`config.mk`:
```
export PLATFORM = sky130hd
export DESIGN_NAME = raid5_partial_stripe_mapper
export DESIGN_NICKNAME = d
export VERILOG_FILES = /design/src/rtl/core/rpsm_pkg.sv /design/src/rtl/core/raid5_partial_stripe_mapper.sv /design/src/rtl/core/rpsm_div.sv
export SDC_FILE = /design/constraint.sdc
export NUM_CORES = 2
export LEC_CHECK = 0
export ABC_AREA = 0
export BUFFER_PORTS_ARGS = -buffer_cell sky130_fd_sc_hd__buf_2
export CELL_PAD_IN_SITES_DETAIL_PLACEMENT = 0
export CELL_PAD_IN_SITES_GLOBAL_PLACEMENT = 1
export CORE_MARGIN = 2
export CORE_UTILIZATION = 29
export DETAILED_ROUTE_END_ITERATION = 10
export HOLD_SLACK_MARGIN = 0.06
export PLACE_DENSITY_LB_ADDON = 0.08
export SLEW_MARGIN = 40
export SYNTH_ARGS = -nofsm -noshare
export SYNTH_HDL_FRONTEND = slang
export SYNTH_SLANG_ARGS = --single-unit
```
`constraint.sdc`:
```
create_clock -name clock -period 16.1 [get_ports clock]
set_clock_uncertainty 0.05 [all_clocks]
set_input_delay 1.61 -clock clock [delete_from_list [all_inputs] [get_ports clock]]
set_output_delay 1.61 -clock clock [all_outputs]
set_load 0.01 [all_outputs]
```
`src/rtl/core/rpsm_pkg.sv`:
```
// shared types and constants of the raid5 partial stripe mapper
`default_nettype none
package rpsm_pkg;

   localparam int ADDR_W    = 48;
   localparam int COUNT_W   = 32;
   localparam int STRIP_W   = 17;
   localparam int DISKS_W   = 7;
   localparam int CHUNK_W   = 6;
   localparam int DEV_W     = 49;
   localparam int BMAP_W    = 63;
   localparam int STATUS_W  = 2;
   localparam int MAX_DISKS = 64;
   localparam int MIN_DISKS = 3;

   // shared divider sizes
   localparam int DIVD_W = 48;
   localparam int DIVS_W = 23;
   localparam int STEP_W = 6;

   localparam int REQ_DATA_W = 80;
   localparam int RSP_DATA_W = 128;
   localparam int RSP_USER_W = 3;
   localparam int CSR_IDX_W  = 2;
   localparam int CSR_DATA_W = 48;

   localparam logic [CSR_IDX_W-1:0] CSR_STRIP_BLOCKS     = 2'd0;
   localparam logic [CSR_IDX_W-1:0] CSR_DISK_COUNT       = 2'd1;
   localparam logic [CSR_IDX_W-1:0] CSR_DATA_START_BLOCK = 2'd2;

   localparam logic [STATUS_W-1:0] STATUS_OK         = 2'd0;
   localparam logic [STATUS_W-1:0] STATUS_MISALIGNED = 2'd1;
   localparam logic [STATUS_W-1:0] STATUS_BAD_COUNT  = 2'd2;

   typedef enum logic [3:0] {
      ST_IDLE,
      ST_STRIPE_SIZE,
      ST_DIV_STRIPE,
      ST_DIV_FIRST,
      ST_DIV_COUNT,
      ST_CHECK,
      ST_DIV_PARITY,
      ST_DIV_BASE,
      ST_MASK,
      ST_EMIT,
      ST_ERROR
   } state_type;

   typedef struct packed {
      logic              start;
      logic [DIVD_W-1:0] dividend;
      logic [DIVS_W-1:0] divisor;
      logic [STEP_W-1:0] steps;
   } div_req_type;

   typedef struct packed {
      logic              done;
      logic [DIVD_W-1:0] quotient;
      logic [DIVS_W-1:0] remainder;
   } div_rsp_type;

endpackage
`default_nettype wire

```
`src/rtl/core/raid5_partial_stripe_mapper.sv`:
```
// top level: maps a partial stripe write request to its member disk accesses
//
//  channel | direction | handshake             | payload
//  req     | in        | req_tvalid/req_tready | req_tdata
//  rsp     | out       | rsp_tvalid/rsp_tready | rsp_tdata, rsp_tuser, rsp_tlast
//  csr     | in        | csr_valid/csr_ready   | csr_index, csr_data
//
// one request runs five divisions on the shared one-bit-per-cycle divider, one after the
// other; a good request then offers one result per cycle while rsp_tready is high, one
// per modified chunk and then the parity result, and the next request can transfer once
// the last result is registered; an error request skips the last two divisions and
// offers a single error result. req_tready is high only while idle; while the result
// register is full, rsp_tready low stalls the sequencer, and the result register lets
// the last result wait on rsp_tready while the next request is taken. reset is
// synchronous and restores strip_blocks 128, disk_count 4, data_start_block 0.
`default_nettype none
module raid5_partial_stripe_mapper (
   input  wire                                 clock,
   input  wire                                 reset,
   input  wire                                 req_tvalid,
   output logic                                req_tready,
   // start_block[47:0], block_count[79:48]
   input  wire  [rpsm_pkg::REQ_DATA_W-1:0]     req_tdata,
   output logic                                rsp_tvalid,
   input  wire                                 rsp_tready,
   // disk_index[5:0], device_block[54:6], chunk_number[60:55],
   // modified_map[123:61], zero[127:124]
   output logic [rpsm_pkg::RSP_DATA_W-1:0]     rsp_tdata,
   // is_parity[0], status[2:1]
   output logic [rpsm_pkg::RSP_USER_W-1:0]     rsp_tuser,
   output logic                                rsp_tlast,
   input  wire                                 csr_valid,
   output logic                                csr_ready,
   input  wire  [rpsm_pkg::CSR_IDX_W-1:0]      csr_index,
   input  wire  [rpsm_pkg::CSR_DATA_W-1:0]     csr_data
);

   localparam int CW = rpsm_pkg::CHUNK_W;

   // configuration registers
   logic [rpsm_pkg::STRIP_W-1:0]  cfg_strip_ff;
   logic [rpsm_pkg::DISKS_W-1:0]  cfg_disks_ff;
   logic [rpsm_pkg::ADDR_W-1:0]   cfg_dstart_ff;

   rpsm_pkg::state_type           state_ff, state_in;
   logic                          launched_ff, launched_in;

   logic [rpsm_pkg::ADDR_W-1:0]   start_ff, start_in;
   logic [rpsm_pkg::COUNT_W-1:0]  count_ff, count_in;
   logic [rpsm_pkg::STRIP_W-1:0]  strip_ff, strip_in;
   logic [rpsm_pkg::DISKS_W-1:0]  disks_ff, disks_in;
   logic [CW-1:0]                 dc_ff, dc_in;
   logic [rpsm_pkg::DIVS_W-1:0]   sb_ff, sb_in;
   logic [rpsm_pkg::ADDR_W-1:0]   stripe_ff, stripe_in;
   logic [rpsm_pkg::DIVS_W-1:0]   offset_ff, offset_in;
   logic [CW-1:0]                 first_ff, first_in;
   logic [rpsm_pkg::COUNT_W-1:0]  nmod_ff, nmod_in;
   logic                          mis_ff, mis_in;
   logic [CW-1:0]                 pmod_ff, pmod_in;
   logic [CW-1:0]                 parity_ff, parity_in;
   logic [rpsm_pkg::DEV_W-1:0]    dev_ff, dev_in;
   logic [rpsm_pkg::BMAP_W-1:0]   bmap_ff, bmap_in;
   logic [CW-1:0]                 chunk_ff, chunk_in;
   logic [CW-1:0]                 left_ff, left_in;
   logic [rpsm_pkg::STATUS_W-1:0] err_ff, err_in;

   // result register
   logic                          rsp_valid_ff, rsp_valid_in;
   logic [CW-1:0]                 o_disk_ff, o_disk_in;
   logic [rpsm_pkg::DEV_W-1:0]    o_dev_ff, o_dev_in;
   logic [CW-1:0]                 o_chunk_ff, o_chunk_in;
   logic                          o_par_ff, o_par_in;
   logic [rpsm_pkg::BMAP_W-1:0]   o_bmap_ff, o_bmap_in;
   logic [rpsm_pkg::STATUS_W-1:0] o_status_ff, o_status_in;
   logic                          o_last_ff, o_last_in;

   rpsm_pkg::div_req_type         div_req;
   rpsm_pkg::div_rsp_type         div_rsp;

   logic                          req_xfer;
   logic                          slot_free;
   logic                          bad_count;
   logic [rpsm_pkg::STRIP_W-1:0]  strip_eff;
   logic [rpsm_pkg::DISKS_W-1:0]  disks_eff;
   logic [rpsm_pkg::DISKS_W-1:0]  dc_wide;
   logic [rpsm_pkg::COUNT_W:0]    span;
   logic [rpsm_pkg::BMAP_W-1:0]   ones;

   rpsm_div u_div (
      .clock   (clock),
      .reset   (reset),
      .div_req (div_req),
      .div_rsp (div_rsp)
   );

   assign csr_ready = 1'b1;

   always_ff @(posedge clock) begin
      if (reset) begin
         cfg_strip_ff  <= rpsm_pkg::STRIP_W'(128);
         cfg_disks_ff  <= rpsm_pkg::DISKS_W'(4);
         cfg_dstart_ff <= '0;
      end else if (csr_valid) begin
         if (csr_index == rpsm_pkg::CSR_STRIP_BLOCKS) begin
            cfg_strip_ff <= csr_data[rpsm_pkg::STRIP_W-1:0];
         end
         if (csr_index == rpsm_pkg::CSR_DISK_COUNT) begin
            cfg_disks_ff <= csr_data[rpsm_pkg::DISKS_W-1:0];
         end
         if (csr_index == rpsm_pkg::CSR_DATA_START_BLOCK) begin
            cfg_dstart_ff <= csr_data[rpsm_pkg::ADDR_W-1:0];
         end
      end
   end

   assign req_tready = (state_ff == rpsm_pkg::ST_IDLE);
   assign req_xfer   = req_tvalid && req_tready;
   assign slot_free  = !rsp_valid_ff || rsp_tready;

   // zero strip size counts as one; disk count clamps to the legal range
   assign strip_eff = (cfg_strip_ff == '0) ? rpsm_pkg::STRIP_W'(1) : cfg_strip_ff;
   always_comb begin
      if (cfg_disks_ff < rpsm_pkg::DISKS_W'(rpsm_pkg::MIN_DISKS)) begin
         disks_eff = rpsm_pkg::DISKS_W'(rpsm_pkg::MIN_DISKS);
      end else if (cfg_disks_ff > rpsm_pkg::DISKS_W'(rpsm_pkg::MAX_DISKS)) begin
         disks_eff = rpsm_pkg::DISKS_W'(rpsm_pkg::MAX_DISKS);
      end else begin
         disks_eff = cfg_disks_ff;
      end
   end
   assign dc_wide = disks_eff - 1'b1;

   assign span = {1'b0, {(rpsm_pkg::COUNT_W-CW){1'b0}}, first_ff} + {1'b0, nmod_ff};
   assign bad_count = (nmod_ff == '0)
                   || (nmod_ff >= {{(rpsm_pkg::COUNT_W-CW){1'b0}}, dc_ff})
                   || (span > {{(rpsm_pkg::COUNT_W-CW+1){1'b0}}, dc_ff});

   assign ones = ~({rpsm_pkg::BMAP_W{1'b1}} << nmod_ff[CW-1:0]);

   // next state
   always_comb begin
      state_in = state_ff;
      case (state_ff)
         rpsm_pkg::ST_IDLE: begin
            if (req_xfer) begin
               state_in = rpsm_pkg::ST_STRIPE_SIZE;
            end
         end
         rpsm_pkg::ST_STRIPE_SIZE: state_in = rpsm_pkg::ST_DIV_STRIPE;
         rpsm_pkg::ST_DIV_STRIPE: begin
            if (div_rsp.done) begin
               state_in = rpsm_pkg::ST_DIV_FIRST;
            end
         end
         rpsm_pkg::ST_DIV_FIRST: begin
            if (div_rsp.done) begin
               state_in = rpsm_pkg::ST_DIV_COUNT;
            end
         end
         rpsm_pkg::ST_DIV_COUNT: begin
            if (div_rsp.done) begin
               state_in = rpsm_pkg::ST_CHECK;
            end
         end
         rpsm_pkg::ST_CHECK: begin
            if (mis_ff || bad_count) begin
               state_in = rpsm_pkg::ST_ERROR;
            end else begin
               state_in = rpsm_pkg::ST_DIV_PARITY;
            end
         end
         rpsm_pkg::ST_DIV_PARITY: begin
            if (div_rsp.done) begin
               state_in = rpsm_pkg::ST_DIV_BASE;
            end
         end
         rpsm_pkg::ST_DIV_BASE: begin
            if (div_rsp.done) begin
               state_in = rpsm_pkg::ST_MASK;
            end
         end
         rpsm_pkg::ST_MASK: state_in = rpsm_pkg::ST_EMIT;
         rpsm_pkg::ST_EMIT: begin
            if (slot_free && left_ff == '0) begin
               state_in = rpsm_pkg::ST_IDLE;
            end
         end
         rpsm_pkg::ST_ERROR: begin
            if (slot_free) begin
               state_in = rpsm_pkg::ST_IDLE;
            end
         end
         default: state_in = rpsm_pkg::ST_IDLE;
      endcase
   end

   // outputs and datapath
   always_comb begin
      launched_in = launched_ff;
      start_in    = start_ff;
      count_in    = count_ff;
      strip_in    = strip_ff;
      disks_in    = disks_ff;
      dc_in       = dc_ff;
      sb_in       = sb_ff;
      stripe_in   = stripe_ff;
      offset_in   = offset_ff;
      first_in    = first_ff;
      nmod_in     = nmod_ff;
      mis_in      = mis_ff;
      pmod_in     = pmod_ff;
      parity_in   = parity_ff;
      dev_in      = dev_ff;
      bmap_in     = bmap_ff;
      chunk_in    = chunk_ff;
      left_in     = left_ff;
      err_in      = err_ff;

      rsp_valid_in = rsp_valid_ff && !rsp_tready;
      o_disk_in    = o_disk_ff;
      o_dev_in     = o_dev_ff;
      o_chunk_in   = o_chunk_ff;
      o_par_in     = o_par_ff;
      o_bmap_in    = o_bmap_ff;
      o_status_in  = o_status_ff;
      o_last_in    = o_last_ff;

      div_req.start    = 1'b0;
      div_req.dividend = start_ff;
      div_req.divisor  = sb_ff;
      div_req.steps    = rpsm_pkg::STEP_W'(rpsm_pkg::ADDR_W);

      case (state_ff)
         rpsm_pkg::ST_IDLE: begin
            if (req_xfer) begin
               start_in = req_tdata[rpsm_pkg::ADDR_W-1:0];
               count_in = req_tdata[rpsm_pkg::ADDR_W +: rpsm_pkg::COUNT_W];
               strip_in = strip_eff;
               disks_in = disks_eff;
               dc_in    = dc_wide[CW-1:0];
               mis_in   = 1'b0;
            end
         end
         rpsm_pkg::ST_STRIPE_SIZE: begin
            sb_in = {{(rpsm_pkg::DIVS_W-rpsm_pkg::STRIP_W){1'b0}}, strip_ff}
                  * {{(rpsm_pkg::DIVS_W-CW){1'b0}}, dc_ff};
         end
         rpsm_pkg::ST_DIV_STRIPE: begin
            div_req.start = !launched_ff;
            launched_in   = 1'b1;
            if (div_rsp.done) begin
               launched_in = 1'b0;
               stripe_in   = div_rsp.quotient;
               offset_in   = div_rsp.remainder;
            end
         end
         rpsm_pkg::ST_DIV_FIRST: begin
            // offset sits in the top bits so only its 23 bits are stepped
            div_req.start    = !launched_ff;
            div_req.dividend = {offset_ff, {(rpsm_pkg::DIVD_W-rpsm_pkg::DIVS_W){1'b0}}};
            div_req.divisor  = {{(rpsm_pkg::DIVS_W-rpsm_pkg::STRIP_W){1'b0}}, strip_ff};
            div_req.steps    = rpsm_pkg::STEP_W'(rpsm_pkg::DIVS_W);
            launched_in      = 1'b1;
            if (div_rsp.done) begin
               launched_in = 1'b0;
               first_in    = div_rsp.quotient[CW-1:0];
               mis_in      = (div_rsp.remainder != '0);
            end
         end
         rpsm_pkg::ST_DIV_COUNT: begin
            div_req.start    = !launched_ff;
            div_req.dividend = {count_ff, {(rpsm_pkg::DIVD_W-rpsm_pkg::COUNT_W){1'b0}}};
            div_req.divisor  = {{(rpsm_pkg::DIVS_W-rpsm_pkg::STRIP_W){1'b0}}, strip_ff};
            div_req.steps    = rpsm_pkg::STEP_W'(rpsm_pkg::COUNT_W);
            launched_in      = 1'b1;
            if (div_rsp.done) begin
               launched_in = 1'b0;
               nmod_in     = div_rsp.quotient[rpsm_pkg::COUNT_W-1:0];
               mis_in      = mis_ff || (div_rsp.remainder != '0);
            end
         end
         rpsm_pkg::ST_CHECK: begin
            err_in = mis_ff ? rpsm_pkg::STATUS_MISALIGNED : rpsm_pkg::STATUS_BAD_COUNT;
         end
         rpsm_pkg::ST_DIV_PARITY: begin
            div_req.start    = !launched_ff;
            div_req.dividend = stripe_ff;
            div_req.divisor  = {{(rpsm_pkg::DIVS_W-rpsm_pkg::DISKS_W){1'b0}}, disks_ff};
            launched_in      = 1'b1;
            if (div_rsp.done) begin
               launched_in = 1'b0;
               pmod_in     = div_rsp.remainder[CW-1:0];
            end
         end
         rpsm_pkg::ST_DIV_BASE: begin
            // start minus offset is stripe * strip * data chunks, an exact division
            div_req.start    = !launched_ff;
            div_req.dividend = start_ff
                             - {{(rpsm_pkg::ADDR_W-rpsm_pkg::DIVS_W){1'b0}}, offset_ff};
            div_req.divisor  = {{(rpsm_pkg::DIVS_W-CW){1'b0}}, dc_ff};
            launched_in      = 1'b1;
            if (div_rsp.done) begin
               launched_in = 1'b0;
               dev_in      = {1'b0, cfg_dstart_ff} + {1'b0, div_rsp.quotient};
            end
         end
         rpsm_pkg::ST_MASK: begin
            parity_in = dc_ff - pmod_ff;
            bmap_in   = ones << first_ff;
            chunk_in  = first_ff;
            left_in   = nmod_ff[CW-1:0];
         end
         rpsm_pkg::ST_EMIT: begin
            if (slot_free) begin
               rsp_valid_in = 1'b1;
               o_dev_in     = dev_ff;
               o_bmap_in    = bmap_ff;
               o_status_in  = rpsm_pkg::STATUS_OK;
               if (left_ff != '0) begin
                  // data chunks skip over the parity disk
                  o_disk_in  = (chunk_ff < parity_ff) ? chunk_ff : chunk_ff + 1'b1;
                  o_chunk_in = chunk_ff;
                  o_par_in   = 1'b0;
                  o_last_in  = 1'b0;
                  chunk_in   = chunk_ff + 1'b1;
                  left_in    = left_ff - 1'b1;
               end else begin
                  o_disk_in  = parity_ff;
                  o_chunk_in = '0;
                  o_par_in   = 1'b1;
                  o_last_in  = 1'b1;
               end
            end
         end
         rpsm_pkg::ST_ERROR: begin
            if (slot_free) begin
               rsp_valid_in = 1'b1;
               o_disk_in    = '0;
               o_dev_in     = '0;
               o_chunk_in   = '0;
               o_par_in     = 1'b0;
               o_bmap_in    = '0;
               o_status_in  = err_ff;
               o_last_in    = 1'b1;
            end
         end
         default: begin
            launched_in = 1'b0;
         end
      endcase
   end

   always_ff @(posedge clock) begin
      if (reset) begin
         state_ff     <= rpsm_pkg::ST_IDLE;
         launched_ff  <= 1'b0;
         rsp_valid_ff <= 1'b0;
      end else begin
         state_ff     <= state_in;
         launched_ff  <= launched_in;
         rsp_valid_ff <= rsp_valid_in;
      end
      start_ff    <= start_in;
      count_ff    <= count_in;
      strip_ff    <= strip_in;
      disks_ff    <= disks_in;
      dc_ff       <= dc_in;
      sb_ff       <= sb_in;
      stripe_ff   <= stripe_in;
      offset_ff   <= offset_in;
      first_ff    <= first_in;
      nmod_ff     <= nmod_in;
      mis_ff      <= mis_in;
      pmod_ff     <= pmod_in;
      parity_ff   <= parity_in;
      dev_ff      <= dev_in;
      bmap_ff     <= bmap_in;
      chunk_ff    <= chunk_in;
      left_ff     <= left_in;
      err_ff      <= err_in;
      o_disk_ff   <= o_disk_in;
      o_dev_ff    <= o_dev_in;
      o_chunk_ff  <= o_chunk_in;
      o_par_ff    <= o_par_in;
      o_bmap_ff   <= o_bmap_in;
      o_status_ff <= o_status_in;
      o_last_ff   <= o_last_in;
   end

   assign rsp_tvalid = rsp_valid_ff;
   assign rsp_tdata  = {{(rpsm_pkg::RSP_DATA_W - 2*CW - rpsm_pkg::DEV_W
                          - rpsm_pkg::BMAP_W){1'b0}},
                        o_bmap_ff, o_chunk_ff, o_dev_ff, o_disk_ff};
   assign rsp_tuser  = {o_status_ff, o_par_ff};
   assign rsp_tlast  = o_last_ff;

endmodule
`default_nettype wire

```
`src/rtl/core/rpsm_div.sv`:
```
// iterative restoring divider, one quotient bit per cycle
`default_nettype none
module rpsm_div (
   input  wire                 clock,
   input  wire                 reset,
   input  wire rpsm_pkg::div_req_type div_req,
   output rpsm_pkg::div_rsp_type div_rsp
);

   logic                          busy_ff, busy_in;
   logic                          done_ff, done_in;
   logic [rpsm_pkg::STEP_W-1:0]   cnt_ff, cnt_in;
   logic [rpsm_pkg::DIVD_W-1:0]   q_ff, q_in;
   logic [rpsm_pkg::DIVS_W-1:0]   r_ff, r_in;
   logic [rpsm_pkg::DIVS_W-1:0]   d_ff, d_in;
   logic [rpsm_pkg::DIVS_W:0]     trial;
   logic [rpsm_pkg::DIVS_W:0]     diff;
   logic                          fits;

   assign trial = {r_ff, q_ff[rpsm_pkg::DIVD_W-1]};
   assign diff  = trial - {1'b0, d_ff};
   assign fits  = trial >= {1'b0, d_ff};

   always_comb begin
      busy_in = busy_ff;
      done_in = 1'b0;
      cnt_in  = cnt_ff;
      q_in    = q_ff;
      r_in    = r_ff;
      d_in    = d_ff;
      if (div_req.start) begin
         // dividend arrives left aligned so steps bits sit at the top
         busy_in = 1'b1;
         cnt_in  = div_req.steps;
         q_in    = div_req.dividend;
         r_in    = '0;
         d_in    = div_req.divisor;
      end else if (busy_ff) begin
         q_in   = {q_ff[rpsm_pkg::DIVD_W-2:0], fits};
         r_in   = fits ? diff[rpsm_pkg::DIVS_W-1:0] : trial[rpsm_pkg::DIVS_W-1:0];
         cnt_in = cnt_ff - 1'b1;
         if (cnt_ff == rpsm_pkg::STEP_W'(1)) begin
            busy_in = 1'b0;
            done_in = 1'b1;
         end
      end
   end

   always_ff @(posedge clock) begin
      if (reset) begin
         busy_ff <= 1'b0;
         done_ff <= 1'b0;
         cnt_ff  <= '0;
      end else begin
         busy_ff <= busy_in;
         done_ff <= done_in;
         cnt_ff  <= cnt_in;
      end
      q_ff <= q_in;
      r_ff <= r_in;
      d_ff <= d_in;
   end

   assign div_rsp.done      = done_ff;
   assign div_rsp.quotient  = q_ff;
   assign div_rsp.remainder = r_ff;

endmodule
`default_nettype wire
```
==> impl_metrics.yaml <==
layout:
  antenna-diode-count: 0
  area.sequential_um2: 19600
  utilization_pct: 33.8
  most-common-layout-cells: "edfxtp_1 (580), nand2_1 (419), a21oi_1 (288)"
  final_common_cell: "edfxtp_1"
  areaGrowthSynthToFinish_pct: 16.1
  nets: 4006
  drive_gt1_share_pct: 13.4
  fillers: 13000
  multi_input_area_um2: 15900
critical_path:
  path_max_fanout: 20
  worstSetupPathType: "register to register"
  crit_path_start_kind: "register"
  required_ps: 16480
  reg2regPathDepth: 15
  critPathArrivalTime_ps: 5790
  cp-end-kind: "register"
detailed_routing:
  drc: 0
  via_per_inst: 4.97
  via_count: 26700
  highest_layer: "met5"
  antenna_left: 0
  drt_wl_total_um: 124000
  drt-pass1-iter-count: 8
  wl_met3_um: 5430
  met2_wirelength_um: 55800
  drtIter0Drc: 2358
  drt-met1-wl_um: 60800
  routedWlPerCell_um: 23.1
sta:
  drv_slew: 0
  rsz0062_at_grt: "no"
  finalHoldViolCount: 0
  setup_violations: 0
  maxSlewHeadroom_pct: 41.8
  fin_ws_ps: 10690
  tightest_slew_ps: 870
  min_period_over_period_pct: 33.6
  min_period_ps: 5410
  fmax_ghz: 0.185
  fin_tns_setup_ps: 0
cts:
  clock-root-buffer: "clkbuf_16"
  clock_sinks: 689
  numCtsBuffers: 85
  clk_pin_slew_ps: 60
  clk_path_buf_depth: 3
  cts.repair.resized: 0
  cts-hold-fix-buffers: 0
  h-tree-depth: 3
  cts_tree: "done"
  post_cts_buffers: 0
  clk_latency_ps: 700
synthesis:
  synth_seq_cells: 689
  synth_area_leader_cell: "edfxtp_1"
  synth_edf_count: 580
  yosysWarnings: 0
  synthCells: 3455
  synth_area_leaders: "edfxtp_1 (47%), dfxtp_1 (5.9%), ha_1 (5.4%)"
  synth.avg_cell_area_um2: 10.7
  syn_area_um2: 37000
  ys.flop_type: "edfxtp_1"
  synthArstFlopShare_pct: 0
  synth.top_cell.area_share_pct: 47.1
  seq_area_frac_synth_pct: 53.0
  synthDistinctLibCells: 94
floorplan:
  ios: 270
  rows: 131
  die_x_um: 361
  initial_core_util_pct: 29.1
  core_area_um2: 127000
  fp.dieH_um: 361
  die_area_um2: 130000
placed_design:
  pre_cts_ws_ps: 10720
  io_buffers: 264
  dpl.hpwl_um: 89500
  gp_congestion: 0.826
grt:
  grt_pass1_wl_um: 184000
  grt_pass1_vias: 26700
  antenna_found_initial: 10
  grt_usage_pct: 18.9
  grt_max_degree: 129
  grt_overflow_total: 0
min_path:
  hold_path_class: "register to register"
  hold_depth: 2
power:
  irDropWorstVdd_mv: 0.204
  power.density_nw_per_um2: 176
  p_leak_nw: 16.5
status:
  status: "completed"
run:
  maxCapViolCount: 0
-- cell families (layout without fill, tap and decap cells) --
family,Yosys count,after routing,synth area share [%]
and+or+nand+nor,1073,1073,13.9
AOI/OAI and AO/OA,874,874,15.2
DFF,689,689,53.0
buffers and inverters,399,659,4.19
adders and majority gates,235,235,9.23
xor gates and xnor gates,136,136,3.22
muxes,47,47,1.30
other,2,5,0.0203
-- area by class of cell --
cell class                 instances  area share (%)
clock buffer                     106            5.41
multi-input combinational       2370            37.2
sequential                       689            45.7
tap                             1662            4.85
timing repair buffer             306            4.06
inverter                         194            1.70
clock inverter                    53            1.14
-- synthesized netlist by cell type (all sizes together) (42+ instances only) --
master	n
mux2i	42
a222oi	48
a21o	63
dfxtp	109
edfxtp	580
fa	66
nor3	50
inv	194
xor2	54
o21ai	190
and2	154
nor2	205
a21oi	289
clkbuf	174
nand2	419
ha	159
xnor2	82
-- worst max-delay path, cell delays in order (launching register included) --
cell      delay [ps]
edfxtp_1         860
nand2_1          170
fa_1             550
fa_1             530
fa_1             550
inv_1             40
ha_1             350
a211oi_1         270
nor2_1           120
o31ai_1          340
a311oi_1         240
a221o_1          420
nor3_1           270
o21bai_1         120
a21oi_1          180
xnor2_1           80
-- report_power, final --
group | total [mW] | internal, mW | switching (mW)
registers | 2.79 | 2.43 | 0.362
clock network | 1.94 | 1.13 | 0.817
logic | 2.81 | 1.11 | 1.70
-- layer usage --
layer | vias to the layer above | track usage [%]
li1 | 12900 | -
met1 | 13100 | 27.5
met2 | 580 | 29.5
met3 | 129 | 2.85
met4 | 6 | 3.90
met5 | - | 0
-- final timing paths --
path,from,to,slack [ps]
setup / recovery,dc_ff[5],sb_ff[21],10690
hold reg to reg,cfg_strip_ff[0],cfg_strip_ff[0],410
hold / removal,cfg_strip_ff[0],cfg_strip_ff[0],410
setup reg to reg,dc_ff[5],sb_ff[21],10690
-- state kept, by name (all words and copies together), names as in the netlist, 7 cells and up --
signal	cells
cfg_disks_ff	7
strip_ff	17
count_ff	32
dev_ff	49
nmod_ff	32
cfg_strip_ff	17
bmap_ff	63
sb_ff	23
u_div.q_ff	48
o_dev_ff	49
u_div.d_ff	23
u_div.r_ff	23
offset_ff	23
stripe_ff	48
disks_ff	7
cfg_dstart_ff	48
o_bmap_ff	63
start_ff	48
-- per-stage QoR --
stage	instance area, um2	cells	total power [mW]	hold WS [ps]
global placement	39900	5214	5.68	406
detailed placement	40000	5216	5.65	394
CTS	42800	5375	7.66	413
finish	42900	5380	7.55	412
floorplan	37000	3458	4.71	386
global route	42900	5380	8.09	433
No activity file was read; power rests on OpenSTA's default activity.
